$ cat src/hw/rtl/hssc_pkg.sv
// Shared types, constants and lookup functions for the hall six-step commutator.
`timescale 1ns / 1ps

package hssc_pkg;

  localparam int POSITION_BITS_DEFAULT = 32;
  localparam int DUTY_BITS_DEFAULT     = 16;

  localparam int APB_ADDR_BITS = 2;
  localparam int APB_DATA_BITS = 32;
  localparam logic [APB_ADDR_BITS-1:0] ADDR_SPEED_WINDOW = 2'd0;

  localparam logic [15:0] SPEED_WINDOW_RESET = 16'd400;
  localparam logic [3:0]  HALL_NONE_SEEN     = 4'hF;

  localparam logic KIND_TICK    = 1'b0;
  localparam logic KIND_COMMAND = 1'b1;
  localparam logic DIR_CCW      = 1'b0;
  localparam logic DIR_CW       = 1'b1;

  localparam logic [1:0] PHASE_NONE = 2'd0;
  localparam logic [1:0] PHASE_U    = 2'd1;
  localparam logic [1:0] PHASE_V    = 2'd2;
  localparam logic [1:0] PHASE_W    = 2'd3;

  localparam logic [2:0] STEP_OFF = 3'd0;
  localparam logic [2:0] STEP_MAX = 3'd6;

  // previous step in the high nibble, new step in the low nibble
  localparam logic [7:0] MOVES_CW  [6] = '{8'h62, 8'h23, 8'h31, 8'h15, 8'h54, 8'h46};
  localparam logic [7:0] MOVES_CCW [6] = '{8'h45, 8'h51, 8'h13, 8'h32, 8'h26, 8'h64};

  typedef enum logic [1:0] {
    MOVE_NONE,
    MOVE_CW,
    MOVE_CCW
  } move_t;

  function automatic logic [1:0] pair_high(logic [2:0] step);
    logic [1:0] ph;
    case (step)
      3'd1:    ph = PHASE_U;
      3'd2:    ph = PHASE_V;
      3'd3:    ph = PHASE_V;
      3'd4:    ph = PHASE_W;
      3'd5:    ph = PHASE_U;
      3'd6:    ph = PHASE_W;
      default: ph = PHASE_NONE;
    endcase
    return ph;
  endfunction

  function automatic logic [1:0] pair_low(logic [2:0] step);
    logic [1:0] pl;
    case (step)
      3'd1:    pl = PHASE_W;
      3'd2:    pl = PHASE_U;
      3'd3:    pl = PHASE_W;
      3'd4:    pl = PHASE_V;
      3'd5:    pl = PHASE_V;
      3'd6:    pl = PHASE_U;
      default: pl = PHASE_NONE;
    endcase
    return pl;
  endfunction

  function automatic move_t classify_move(logic [2:0] from_step, logic [2:0] to_step);
    logic [7:0] key;
    move_t      mv;
    key = {1'b0, from_step, 1'b0, to_step};
    mv  = MOVE_NONE;
    if (from_step <= STEP_MAX && to_step <= STEP_MAX) begin
      for (int i = 0; i < 6; i++) begin
        if (key == MOVES_CW[i]) mv = MOVE_CW;
      end
      for (int i = 0; i < 6; i++) begin
        if (key == MOVES_CCW[i]) mv = MOVE_CCW;
      end
    end
    return mv;
  endfunction

endpackage

$ cat src/hw/rtl/hssc_in_if.sv
// Input channel: PWM ticks and drive commands with valid/ready handshake.
`timescale 1ns / 1ps

interface hssc_in_if;
  logic        valid;
  logic        ready;
  logic        kind;
  logic [2:0]  hall_bits;
  logic        dir;
  logic [15:0] duty;

  modport source (output valid, output kind, output hall_bits, output dir, output duty,
                  input ready);
  modport sink   (input valid, input kind, input hall_bits, input dir, input duty,
                  output ready);
endinterface

$ cat src/hw/rtl/hssc_out_if.sv
// Result channel: switch pattern and motion status with valid/ready handshake.
`timescale 1ns / 1ps

interface hssc_out_if;
  logic               valid;
  logic               ready;
  logic [1:0]         high_phase;
  logic [1:0]         low_phase;
  logic [15:0]        pwm_compare;
  logic               running;
  logic               hall_fault;
  logic [2:0]         step_now;
  logic signed [31:0] position;
  logic signed [31:0] speed;
  logic [15:0]        dwell_ticks;

  modport source (output valid, output high_phase, output low_phase, output pwm_compare,
                  output running, output hall_fault, output step_now, output position,
                  output speed, output dwell_ticks, input ready);
  modport sink   (input valid, input high_phase, input low_phase, input pwm_compare,
                  input running, input hall_fault, input step_now, input position,
                  input speed, input dwell_ticks, output ready);
endinterface

$ cat src/hw/rtl/hall_six_step_commutator.sv
// Hall six-step commutator: commutation, position, speed and dwell tracking.
//
//   channel  | dir | payload                                         | handshake
//   ---------+-----+-------------------------------------------------+----------
//   sample   | in  | kind, hall_bits, dir, duty                      | valid/ready
//   result   | out | high/low phase, compare, status, position, speed | valid/ready
//   apb      | in  | speed_window at byte address 0                  | psel/penable
//
// State and the result register update at the accepting edge,
// set by a single pass through the step mapping, table classify and position adder.
// A new transaction is taken every cycle while the result register is empty or being drained.
// Reset (rst, synchronous) stops the motor, clears counters and loads speed_window with 400.
// A stalled result holds the register and drops ready on the input side.
`timescale 1ns / 1ps

module hall_six_step_commutator #(
  parameter int POSITION_BITS = hssc_pkg::POSITION_BITS_DEFAULT,
  parameter int DUTY_BITS     = hssc_pkg::DUTY_BITS_DEFAULT
) (
  input  logic                               clk,
  input  logic                               rst,
  hssc_in_if.sink                            sample,
  hssc_out_if.source                         result,
  input  logic                               psel,
  input  logic                               penable,
  input  logic                               pwrite,
  input  logic [hssc_pkg::APB_ADDR_BITS-1:0] paddr,
  input  logic [hssc_pkg::APB_DATA_BITS-1:0] pwdata,
  output logic [hssc_pkg::APB_DATA_BITS-1:0] prdata,
  output logic                               pready
);

  // configuration
  logic [15:0] speed_window;

  // motor state
  logic                     run_mode, run_mode_next;
  logic                     direction, direction_next;
  logic [DUTY_BITS-1:0]     duty_value, duty_value_next;
  logic [3:0]               prev_hall, prev_hall_next;
  logic [2:0]               step_current, step_current_next;
  logic [2:0]               step_previous, step_previous_next;
  logic [2:0]               drive_pattern, drive_pattern_next;
  logic [POSITION_BITS-1:0] pos_count, pos_count_next;
  logic [POSITION_BITS-1:0] pos_snapshot, pos_snapshot_next;
  logic [POSITION_BITS-1:0] speed_value, speed_value_next;
  logic [15:0]              window_count, window_count_next;
  logic [15:0]              dwell_count, dwell_count_next;
  logic                     fault;

  logic                     res_valid;
  logic                     accept;

  logic [2:0]               mapped_step;
  logic [16:0]              window_inc;
  hssc_pkg::move_t          move;
  logic [DUTY_BITS-1:0]     cmd_duty;
  logic signed [63:0]       pos_ext;
  logic signed [63:0]       speed_ext;

  assign pready = 1'b1;
  assign prdata = (paddr == hssc_pkg::ADDR_SPEED_WINDOW) ?
                  hssc_pkg::APB_DATA_BITS'(speed_window) : '0;

  assign sample.ready = !res_valid || result.ready;
  assign accept       = sample.valid && sample.ready;
  assign result.valid = res_valid;

  assign cmd_duty   = sample.duty[DUTY_BITS-1:0];
  assign window_inc = {1'b0, window_count} + 17'd1;

  always_comb begin
    run_mode_next      = run_mode;
    direction_next     = direction;
    duty_value_next    = duty_value;
    prev_hall_next     = prev_hall;
    step_current_next  = step_current;
    step_previous_next = step_previous;
    drive_pattern_next = drive_pattern;
    pos_count_next     = pos_count;
    pos_snapshot_next  = pos_snapshot;
    speed_value_next   = speed_value;
    window_count_next  = window_count;
    dwell_count_next   = dwell_count;
    fault              = 1'b0;
    mapped_step        = hssc_pkg::STEP_OFF;
    move               = hssc_pkg::MOVE_NONE;

    if (sample.kind == hssc_pkg::KIND_COMMAND) begin
      direction_next = sample.dir;
      if (cmd_duty == '0) begin
        duty_value_next    = '0;
        run_mode_next      = 1'b0;
        drive_pattern_next = hssc_pkg::STEP_OFF;
      end else begin
        duty_value_next = cmd_duty;
        run_mode_next   = 1'b1;
        mapped_step     = (sample.dir == hssc_pkg::DIR_CW) ? ~sample.hall_bits
                                                           : sample.hall_bits;
        step_current_next = mapped_step;
        if (mapped_step != hssc_pkg::STEP_OFF && mapped_step <= hssc_pkg::STEP_MAX) begin
          drive_pattern_next = mapped_step;
        end else begin
          run_mode_next      = 1'b0;
          drive_pattern_next = hssc_pkg::STEP_OFF;
          fault              = 1'b1;
        end
      end
    end else begin
      // speed window; a zero window samples every tick
      if (window_inc >= {1'b0, speed_window}) begin
        speed_value_next  = pos_count - pos_snapshot;
        pos_snapshot_next = pos_count;
        window_count_next = '0;
      end else begin
        window_count_next = window_inc[15:0];
      end

      if ({1'b0, sample.hall_bits} != prev_hall) begin
        prev_hall_next = {1'b0, sample.hall_bits};
        if (run_mode) begin
          mapped_step       = (direction == hssc_pkg::DIR_CW) ? ~sample.hall_bits
                                                              : sample.hall_bits;
          step_current_next = mapped_step;
          if (mapped_step != hssc_pkg::STEP_OFF && mapped_step <= hssc_pkg::STEP_MAX) begin
            drive_pattern_next = mapped_step;
          end else begin
            run_mode_next      = 1'b0;
            drive_pattern_next = hssc_pkg::STEP_OFF;
            fault              = 1'b1;
          end
        end
      end

      if (step_previous != step_current_next) begin
        move = hssc_pkg::classify_move(step_previous, step_current_next);
        case (move)
          hssc_pkg::MOVE_CW:  pos_count_next = pos_count + POSITION_BITS'(1);
          hssc_pkg::MOVE_CCW: pos_count_next = pos_count - POSITION_BITS'(1);
          default:            pos_count_next = pos_count;
        endcase
        step_previous_next = step_current_next;
        dwell_count_next   = '0;
      end else if (dwell_count != 16'hFFFF) begin
        dwell_count_next = dwell_count + 16'd1;
      end
    end
  end

  assign pos_ext   = 64'(signed'(pos_count_next));
  assign speed_ext = 64'(signed'(speed_value_next));

  always_ff @(posedge clk) begin
    if (rst) begin
      speed_window  <= hssc_pkg::SPEED_WINDOW_RESET;
      run_mode      <= 1'b0;
      direction     <= hssc_pkg::DIR_CCW;
      duty_value    <= '0;
      prev_hall     <= hssc_pkg::HALL_NONE_SEEN;
      step_current  <= hssc_pkg::STEP_OFF;
      step_previous <= hssc_pkg::STEP_OFF;
      drive_pattern <= hssc_pkg::STEP_OFF;
      pos_count     <= '0;
      pos_snapshot  <= '0;
      speed_value   <= '0;
      window_count  <= '0;
      dwell_count   <= '0;
      res_valid     <= 1'b0;
    end else begin
      if (psel && penable && pwrite && paddr == hssc_pkg::ADDR_SPEED_WINDOW) begin
        speed_window <= pwdata[15:0];
      end

      if (accept) begin
        run_mode      <= run_mode_next;
        direction     <= direction_next;
        duty_value    <= duty_value_next;
        prev_hall     <= prev_hall_next;
        step_current  <= step_current_next;
        step_previous <= step_previous_next;
        drive_pattern <= drive_pattern_next;
        pos_count     <= pos_count_next;
        pos_snapshot  <= pos_snapshot_next;
        speed_value   <= speed_value_next;
        window_count  <= window_count_next;
        dwell_count   <= dwell_count_next;
        res_valid     <= 1'b1;
      end else if (result.ready) begin
        res_valid <= 1'b0;
      end
    end
  end

  // result payload, loaded with each accepted transaction
  always_ff @(posedge clk) begin
    if (accept) begin
      result.high_phase  <= hssc_pkg::pair_high(drive_pattern_next);
      result.low_phase   <= hssc_pkg::pair_low(drive_pattern_next);
      result.pwm_compare <= (drive_pattern_next != hssc_pkg::STEP_OFF) ?
                            16'(duty_value_next) : 16'd0;
      result.running     <= run_mode_next;
      result.hall_fault  <= fault;
      result.step_now    <= step_current_next;
      result.position    <= pos_ext[31:0];
      result.speed       <= speed_ext[31:0];
      result.dwell_ticks <= dwell_count_next;
    end
  end

endmodule
$ cat src/flat_wrapper.sv
// flat-port wrapper written by rule: the top's interface ports become plain ports
module hall_six_step_commutator_flat 
#(
  parameter int POSITION_BITS = hssc_pkg::POSITION_BITS_DEFAULT,
  parameter int DUTY_BITS     = hssc_pkg::DUTY_BITS_DEFAULT
)
  (clk, rst, psel, penable, pwrite, paddr, pwdata, prdata, pready, sample_valid, sample_kind, sample_hall_bits, sample_dir, sample_duty, sample_ready, result_valid, result_high_phase, result_low_phase, result_pwm_compare, result_running, result_hall_fault, result_step_now, result_position, result_speed, result_dwell_ticks, result_ready);
  hssc_in_if sample_i ();
  hssc_out_if result_i ();
  input  logic clk;
  input  logic rst;
  input  logic psel;
  input  logic penable;
  input  logic pwrite;
  input  logic [hssc_pkg::APB_ADDR_BITS-1:0] paddr;
  input  logic [hssc_pkg::APB_DATA_BITS-1:0] pwdata;
  output logic [hssc_pkg::APB_DATA_BITS-1:0] prdata;
  output logic pready;
  input wire logic [$bits(sample_i.valid)-1:0] sample_valid;
  input wire logic [$bits(sample_i.kind)-1:0] sample_kind;
  input wire logic [$bits(sample_i.hall_bits)-1:0] sample_hall_bits;
  input wire logic [$bits(sample_i.dir)-1:0] sample_dir;
  input wire logic [$bits(sample_i.duty)-1:0] sample_duty;
  output wire logic [$bits(sample_i.ready)-1:0] sample_ready;
  output wire logic [$bits(result_i.valid)-1:0] result_valid;
  output wire logic [$bits(result_i.high_phase)-1:0] result_high_phase;
  output wire logic [$bits(result_i.low_phase)-1:0] result_low_phase;
  output wire logic [$bits(result_i.pwm_compare)-1:0] result_pwm_compare;
  output wire logic [$bits(result_i.running)-1:0] result_running;
  output wire logic [$bits(result_i.hall_fault)-1:0] result_hall_fault;
  output wire logic [$bits(result_i.step_now)-1:0] result_step_now;
  output wire logic [$bits(result_i.position)-1:0] result_position;
  output wire logic [$bits(result_i.speed)-1:0] result_speed;
  output wire logic [$bits(result_i.dwell_ticks)-1:0] result_dwell_ticks;
  input wire logic [$bits(result_i.ready)-1:0] result_ready;
  assign sample_i.valid = sample_valid;
  assign sample_i.kind = sample_kind;
  assign sample_i.hall_bits = sample_hall_bits;
  assign sample_i.dir = sample_dir;
  assign sample_i.duty = sample_duty;
  assign sample_ready = sample_i.ready;
  assign result_valid = result_i.valid;
  assign result_high_phase = result_i.high_phase;
  assign result_low_phase = result_i.low_phase;
  assign result_pwm_compare = result_i.pwm_compare;
  assign result_running = result_i.running;
  assign result_hall_fault = result_i.hall_fault;
  assign result_step_now = result_i.step_now;
  assign result_position = result_i.position;
  assign result_speed = result_i.speed;
  assign result_dwell_ticks = result_i.dwell_ticks;
  assign result_i.ready = result_ready;
  hall_six_step_commutator #(.POSITION_BITS(POSITION_BITS), .DUTY_BITS(DUTY_BITS)) u_core (.clk(clk), .rst(rst), .sample(sample_i), .result(result_i), .psel(psel), .penable(penable), .pwrite(pwrite), .paddr(paddr), .pwdata(pwdata), .prdata(prdata), .pready(pready));
endmodule
$ cat config.mk
export PLATFORM = sky130hd
export DESIGN_NAME = hall_six_step_commutator_flat
export DESIGN_NICKNAME = d
export VERILOG_FILES = /design/src/hw/rtl/hssc_pkg.sv /design/src/hw/rtl/hssc_in_if.sv /design/src/hw/rtl/hssc_out_if.sv /design/src/hw/rtl/hall_six_step_commutator.sv /design/src/flat_wrapper.sv
export SDC_FILE = /design/constraint.sdc
export NUM_CORES = 1
export LEC_CHECK = 0
export BUFFER_PORTS_ARGS = -buffer_cell sky130_fd_sc_hd__clkbuf_2
export CAP_MARGIN = 25
export CORE_UTILIZATION = 38
export CTS_BUF_LIST = sky130_fd_sc_hd__clkbuf_16
export CTS_CLUSTER_DIAMETER = 150
export DETAILED_ROUTE_END_ITERATION = 16
export PLACE_DENSITY = 0.59
export SYNTH_ARGS = -nofsm -noshare
export SYNTH_HDL_FRONTEND = slang
export SYNTH_SLANG_ARGS = --single-unit
$ cat constraint.sdc
create_clock -name clk -period 9.8 [get_ports clk]
set_clock_uncertainty 0.15 [all_clocks]
set_input_delay 0 -clock clk [delete_from_list [all_inputs] [get_ports clk]]
set_output_delay 0 -clock clk [all_outputs]
set_load 0.03 [all_outputs]
## Word level (Yosys, flattened, before mapping)

Cells that the tools add are included.

| storage, ports and cells | value |
|---|---|
| register bits | 281 |
| bits of input ports | 62 |
| output and inout bits | 140 |
| logic and storage cells | 140 |

| cells by class | value |
|---|---|
| $add $sub $neg | 5 |
| magnitude comparators | 5 |
| equality and inequality tests | 23 |
| mux-type cells | 56 |
| bitwise gates (word level) | 2 |
| reduce and logical (&&, ||, !) cells | 26 |

Operator list:

| operator | number |
|---|---|
| $mux W32 | 4 |
| $mux W16 | 7 |
| $pmux W32 S2 | 1 |
| $mux W3 | 13 |
| $eq A6 B6 Y1 const B | 6 |
| $add A32 B1 Y32 const B | 1 |
| $sub A32 B1 Y32 const B | 1 |
| $sub A32 B32 Y32 | 1 |
| $eq A6 B5 Y1 const B | 4 |
| $mux W1 | 20 |
| $mux W2 | 9 |
| $add A16 B1 Y17 const B | 1 |
| $ge A17 B16 Y1 | 1 |
| $add A16 B1 Y16 const B | 1 |
| $logic_not A16 Y1 | 1 |
| $ne A16 B16 Y1 const B | 1 |
| $eq A6 B4 Y1 const B | 2 |
| $le A3 B3 Y1 const B | 4 |
| $pmux W2 S3 | 2 |
| $reduce_or A2 Y1 | 6 |
| $eq A3 B3 Y1 const B | 3 |
| $reduce_and A3 Y1 | 3 |
| $reduce_bool A3 Y1 | 3 |
| $logic_and A1 B1 Y1 | 7 |
| other kinds (13) | 15 |

## Logic depth before layout (Yosys ltp)

| logic depth | value |
|---|---|
| depth in word-level cells | 25 |
| mapped depth | 21 |
| depth with buffers taken out | 18 |

## Worst setup path before layout

No wires, ideal clock.

| path | value |
|---|---|
| path type | register to register |
| start point | register u_core.prev_hall[2] |
| end point | register u_core.result.position[26], data pin |
| arrival | 4.751 ns |
| setup slack | 4.646 ns |
| stages on the path, launching flop included | 18 |
| path buffers | 0 |
| period minus slack after synthesis | 5.154 ns |
| path through | dfxtp_1 > xor2_1 > o41ai_4 > mux2i_2 > nor4bb_1 > o21ai_0 > o221ai_1 > ha_1 > ha_1 > a211oi_1 > o21ai_1 > o31ai_1 > a211oi_1 > a41oi_1 > o21ai_0 > xor2_1 > nand2_1 > nand2_1 |

| between the ends | value |
|---|---|
| word-level cells in the longest chain between the ends | 23 |
| elaborated cells on any way between the ends | 38 |
| those cells by class | 1 x order compare; 16 x eq/ne; 20 x mux; 1 x reduce/logical |

Ends and longest elaborated chain:

| element | RTL line | text |
|---|---|---|
| start, declared | hall_six_step_commutator.sv:40 | `logic [3:0] prev_hall, prev_hall_next;` |
| start signal, assigned | hall_six_step_commutator.sv:159 | `prev_hall <= hssc_pkg::HALL_NONE_SEEN;` |
| start signal, assigned | hall_six_step_commutator.sv:178 | `prev_hall <= prev_hall_next;` |
| $ne A3 B4 Y1 * | hall_six_step_commutator.sv:119 | `if ({1'b0, sample.hall_bits} != prev_hall) begin` |
| $mux W3 * | hall_six_step_commutator.sv:119 |  |
| $mux W3 * | hall_six_step_commutator.sv:89 | `if (sample.kind == hssc_pkg::KIND_COMMAND) begin` |
| $eq A6 B6 Y1 | hssc_pkg.sv:74 | `if (key == MOVES_CW[i]) mv = MOVE_CW;` |
| $mux W1 (6 in series) | hssc_pkg.sv:74 |  |
| $mux W2 (6 in series) | hssc_pkg.sv:77 | `if (key == MOVES_CCW[i]) mv = MOVE_CCW;` |
| $mux W2 | hssc_pkg.sv:72 | `if (from_step <= STEP_MAX && to_step <= STEP_MAX) begin` |
| $mux W2 | hall_six_step_commutator.sv:135 | `if (step_previous != step_current_next) begin` |
| $mux W2 | hall_six_step_commutator.sv:89 |  |
| $eq A2 B2 Y1 / $eq A2 B1 Y1 (equally long branches) | hall_six_step_commutator.sv:137 | `case (move)` |
| $pmux W32 S2 | hall_six_step_commutator.sv:137 |  |
| $mux W32 * | hall_six_step_commutator.sv:135 |  |
| $mux W32 * | hall_six_step_commutator.sv:89 |  |
| via u_core.pos_count_next[26] | hall_six_step_commutator.sv:44 | `logic [POSITION_BITS-1:0] pos_count, pos_count_next;` |
| end signal, assigned | hall_six_step_commutator.sv:204 | `result.position <= pos_ext[31:0];` |
| end, declared | hssc_out_if.sv:18 | `output running, output hall_fault, output step_now, output position,` |

The timed path passes the listed nets; every way through them passes the cells marked *. The select of a mux whose other input is x is not followed.
A chain may end at the register's enable or synchronous reset.

## Final worst setup path

| path | value |
|---|---|
| start point | register u_core.prev_hall[2] |
| end point | register u_core.result.position[30], data pin |

The elaborated chain is that of the path after synthesis.

==> key figures <==
Detailed routing
  • Post-route DRC: 0
  • Total routed wirelength: 40200 um
  • Routed via count: 13.6k
  • Pre-antenna DRT Iters: 5
  • Vias per std cell: 5.22
  • Routed len/inst: 15.4 um
  • Post-route ant nets: 0
  • Initial drt markers: 833

Critical path
  • Worst setup path start: u_core.prev_hall[2]
  • Worst EP required: 9.94 ns
  • Worst path cell trace: xor2_1 > o41ai_4 > mux2i_2 > nor4bb_1 > o21ai_0 > o221ai_1 > ha_1 > buf_4 > ha_1 > a211oi_1 > o21ai_1 > o31ai_1 > a211oi_1 > a41oi_1 > o21ai_0 > xor2_1 > nand2_1 > nand2_1
  • Critical path peak fanout: 32
  • Reg-to-reg startpoint: u_core.prev_hall[2]
  • Endpoint class of the critical path: flop
  • Crit path max-delay family: compound AO/OA/AOI/OAI gates
  • Buf/Inv on CP: 1
  • CP peak stage delay: 0.80 ns
  • CP max stage cell: o41ai_4
  • Critical Path AT: 6.36 ns
  • Setup CP Type: flop to flop
  • Startpoint types: flop

Global route
  • Overflow after GRT: 0
  • Initial antenna violation count: 0
  • Number of global-route vias before repair: 12.6k
  • First-pass GRT wire length: 64300 um
  • Pin count of the biggest net entering global routing: 93
  • GRT Total Usage: 19.0%

Floorplan
  • FP Rows: 74
  • Core area: 0.0408 mm^2
  • Initial core utilization: 38.5%
  • Die Area: 0.0422 mm^2
  • Top Ports: 202
  • Die H: 205 um
  • Die W: 205 um

Hold path
  • Min-delay src: result_ready
  • Hold Path Class: input pin to flop

Clock tree
  • Post-CTS resize count: 0
  • Clock buffer depth: 3
  • H-tree depth: 2
  • Post-CTS setup buffers: 0
  • Cts hold-fix bufs: 70
  • CTS root buf: clkbuf_16
  • Worst-path clk slew: 0.06 ns
  • CTS tree: built
  • CTS Buf Count: 35
  • Worst-Skew Late Latency: 0.55 ns
  • Clk sinks: 281

Place
  • Gp weighted congestion: 0.865
  • Port bufs: 168
  • Pre-CTS setup slack: 3.69 ns
  • HPWL Detailed: 26900 um

Cells and area
  • Area grow syn2layout: 18.9%
  • Final #Nets: 2187
  • Final Util: 45.8%
  • Ant diodes: 0
  • Share of cells above drive strength 1: 12.2%

Power and ir drop
  • Total Power: 2.75 mW
  • Clock power frac: 44.3%
  • P_int: 2.04 mW
  • Peak VDD IR: 0.0984 mV
  • Switch share: 25.9%
  • Switching power: 714 uW
  • Pwr per Cell Area: 147 mW/mm^2
  • Leakage: 7.72 nW
  • Seq pwr share: 45.9%
  • Combinational Power Share: 9.7%

STA
  • Max Slew Vio Count: 0
  • Max Fclk: 0.161 GHz
  • Min Tclk post-route: 6.22 ns
  • Final setup vio count: 0
  • Final worst slack: 3.58 ns
  • Final Hold Fails: 0
  • RSZ-0062 raised after global routing: false
  • Final period utilization: 63.5%
  • Tightest Pin Transition: 1.01 ns
  • Max-slew headroom: 32.9%
  • Setup TNS Final: 0 ns
  • WHS: 0.0538 ns

Logic synthesis
  • Post-synth EDFFs: 105
  • Syn_area_per_cell: 8.47 um^2
  • Mapped cell area: 0.0157 mm^2
  • Syn Inst Count: 1857
  • Top_reg_cell synth: dfxtp_1
  • Async set-reset flop share out of synthesis: 0%
  • Number of synthesized register bits: 281
  • Post-synth cell types: 78
  • Ys Warns: 0
  • Sequential area share after synthesis: 42.4%

Run status
  • Status: finished, final reports clean

Run
  • Max_cap viols: 0
## layout by cell type (no fill, tap or decap), types with 10 or more instances in the layout
cell / instances
nor2_1: 119
a211oi_1: 19
nand3_1: 58
and3_1: 18
buf_4: 17
o21ai_0: 51
xnor2_1: 58
conb_1: 17
nor3_1: 43
and4_1: 11
xor2_1: 39
inv_1: 71
mux2i_1: 22
a21oi_1: 212
nand2_1: 396
clkbuf_2: 167
a21o_1: 38
nand2b_1: 10
clkbuf_16: 37
nor2b_1: 13
o21ai_1: 26
o211ai_1: 11
ha_1: 80
dlygate4sd3_1: 70
nand4_1: 12
edfxtp_1: 105
o21a_1: 14
dfxtp_1: 176
## path summary, 6_finish.rpt
path / endpoint / depth (start not counted) / slack, ns
hold reg to reg: u_core.duty_value[13] / 2 / 0.30
setup reg to reg: u_core.result.position[30] / 18 / 3.58
hold / removal: u_core.speed_value[10] / 6 / 0.05
setup / recovery: u_core.result.position[30] / 18 / 3.58
## worst reg2reg max path: stages (launching register included)
cell	delay (ns)
dfxtp_1	0.31
xor2_1	0.19
o41ai_4	0.80
mux2i_2	0.56
nor4bb_1	0.37
o21ai_0	0.14
o221ai_1	0.09
ha_1	0.18
buf_4	0.36
ha_1	0.39
a211oi_1	0.23
o21ai_1	0.15
o31ai_1	0.70
a211oi_1	0.28
a41oi_1	0.53
o21ai_0	0.21
xor2_1	0.19
nand2_1	0.08
nand2_1	0.05
## power groups by stage
stage	Sequential (mW)	Combinational, mW	Clock, mW
2_1_floorplan	1.34	0.132	0
3_3_place_gp	1.29	0.247	0
3_5_place_dp	1.29	0.249	0
4_1_cts	1.27	0.267	1.26
5_1_grt	1.27	0.293	1.31
6_report	1.26	0.268	1.22
## flip-flops by register name (all words and copies together), names as in the netlist
register,flops
u_core.pos_count,32
u_core.pos_snapshot,32
u_core.result.position,32
u_core.result.speed,32
u_core.speed_value,32
u_core.duty_value,16
u_core.dwell_count,16
u_core.result.dwell_ticks,16
u_core.result.pwm_compare,16
u_core.speed_window,16
u_core.window_count,16
u_core.prev_hall,4
u_core.drive_pattern,3
u_core.result.step_now,3
u_core.step_current,3
u_core.step_previous,3
u_core.result.high_phase,2
u_core.result.low_phase,2
u_core.direction,1
u_core.result.hall_fault,1
u_core.result.running,1
u_core.result.valid,1
u_core.run_mode,1
## layer usage
layer	GRT usage, %	vias up	part of all wire, %
met4	6.46	0	1.9
li1	-	6831	-
met2	32.0	355	48
met5	0	-	0
met3	2.52	52	5.0
met1	24.9	6357	46
## layout make-up
cell class / count / area, um^2
well taps: 532 / 666
flip-flops and latches: 281 / 6680
inverters: 65 / 249
clock buffers: 37 / 926
repair buffers: 256 / 1720
fillers: 3960 / 22100
multi-input cells: 1404 / 8300
clock inverters: 27 / 161
## Yosys cell counts (11+ instances only)
cell      count  area share, %
a211oi_1     19           0.91
a21o_1       38            1.8
a21oi_1     212            6.7
and3_1       18           0.72
and4_1       11           0.61
buf_2        12           0.38
buf_4        24            1.1
clkbuf_1     78            1.9
dfxtp_1     176             22
edfxtp_1    105             20
ha_1         80            6.4
inv_1        63            1.5
mux2i_1      22            1.4
nand2_1     397            9.5
nand3_1      58            1.8
nand4_1      12           0.48
nor2_1      120            2.9
nor2b_1      13           0.52
nor3_1       43            1.4
o211ai_1     11           0.53
o21a_1       14           0.67
o21ai_0      51            1.6
o21ai_1      26           0.83
xnor2_1      58            3.2
xor2_1       39            2.2
## metrics by stage
stage	cell area [um^2]	std cells
5_1_grt	18700	2602
3_3_place_gp	16900	2466
6_report	18700	2602
4_1_cts	18600	2600
3_5_place_dp	16900	2466
2_1_floorplan	15800	1872
## kinds of logic after synthesis
group | synth area share (%)
and+or+nand+nor | 20.8
AOI/OAI and AO/OA | 16.9
DFF | 42.4
buffers and inverters | 5.23
xor gates and xnor gates | 5.71
adders and majority gates | 6.62
muxes | 2.31
other | 0.0477
(Power assumes the default switching activity.)
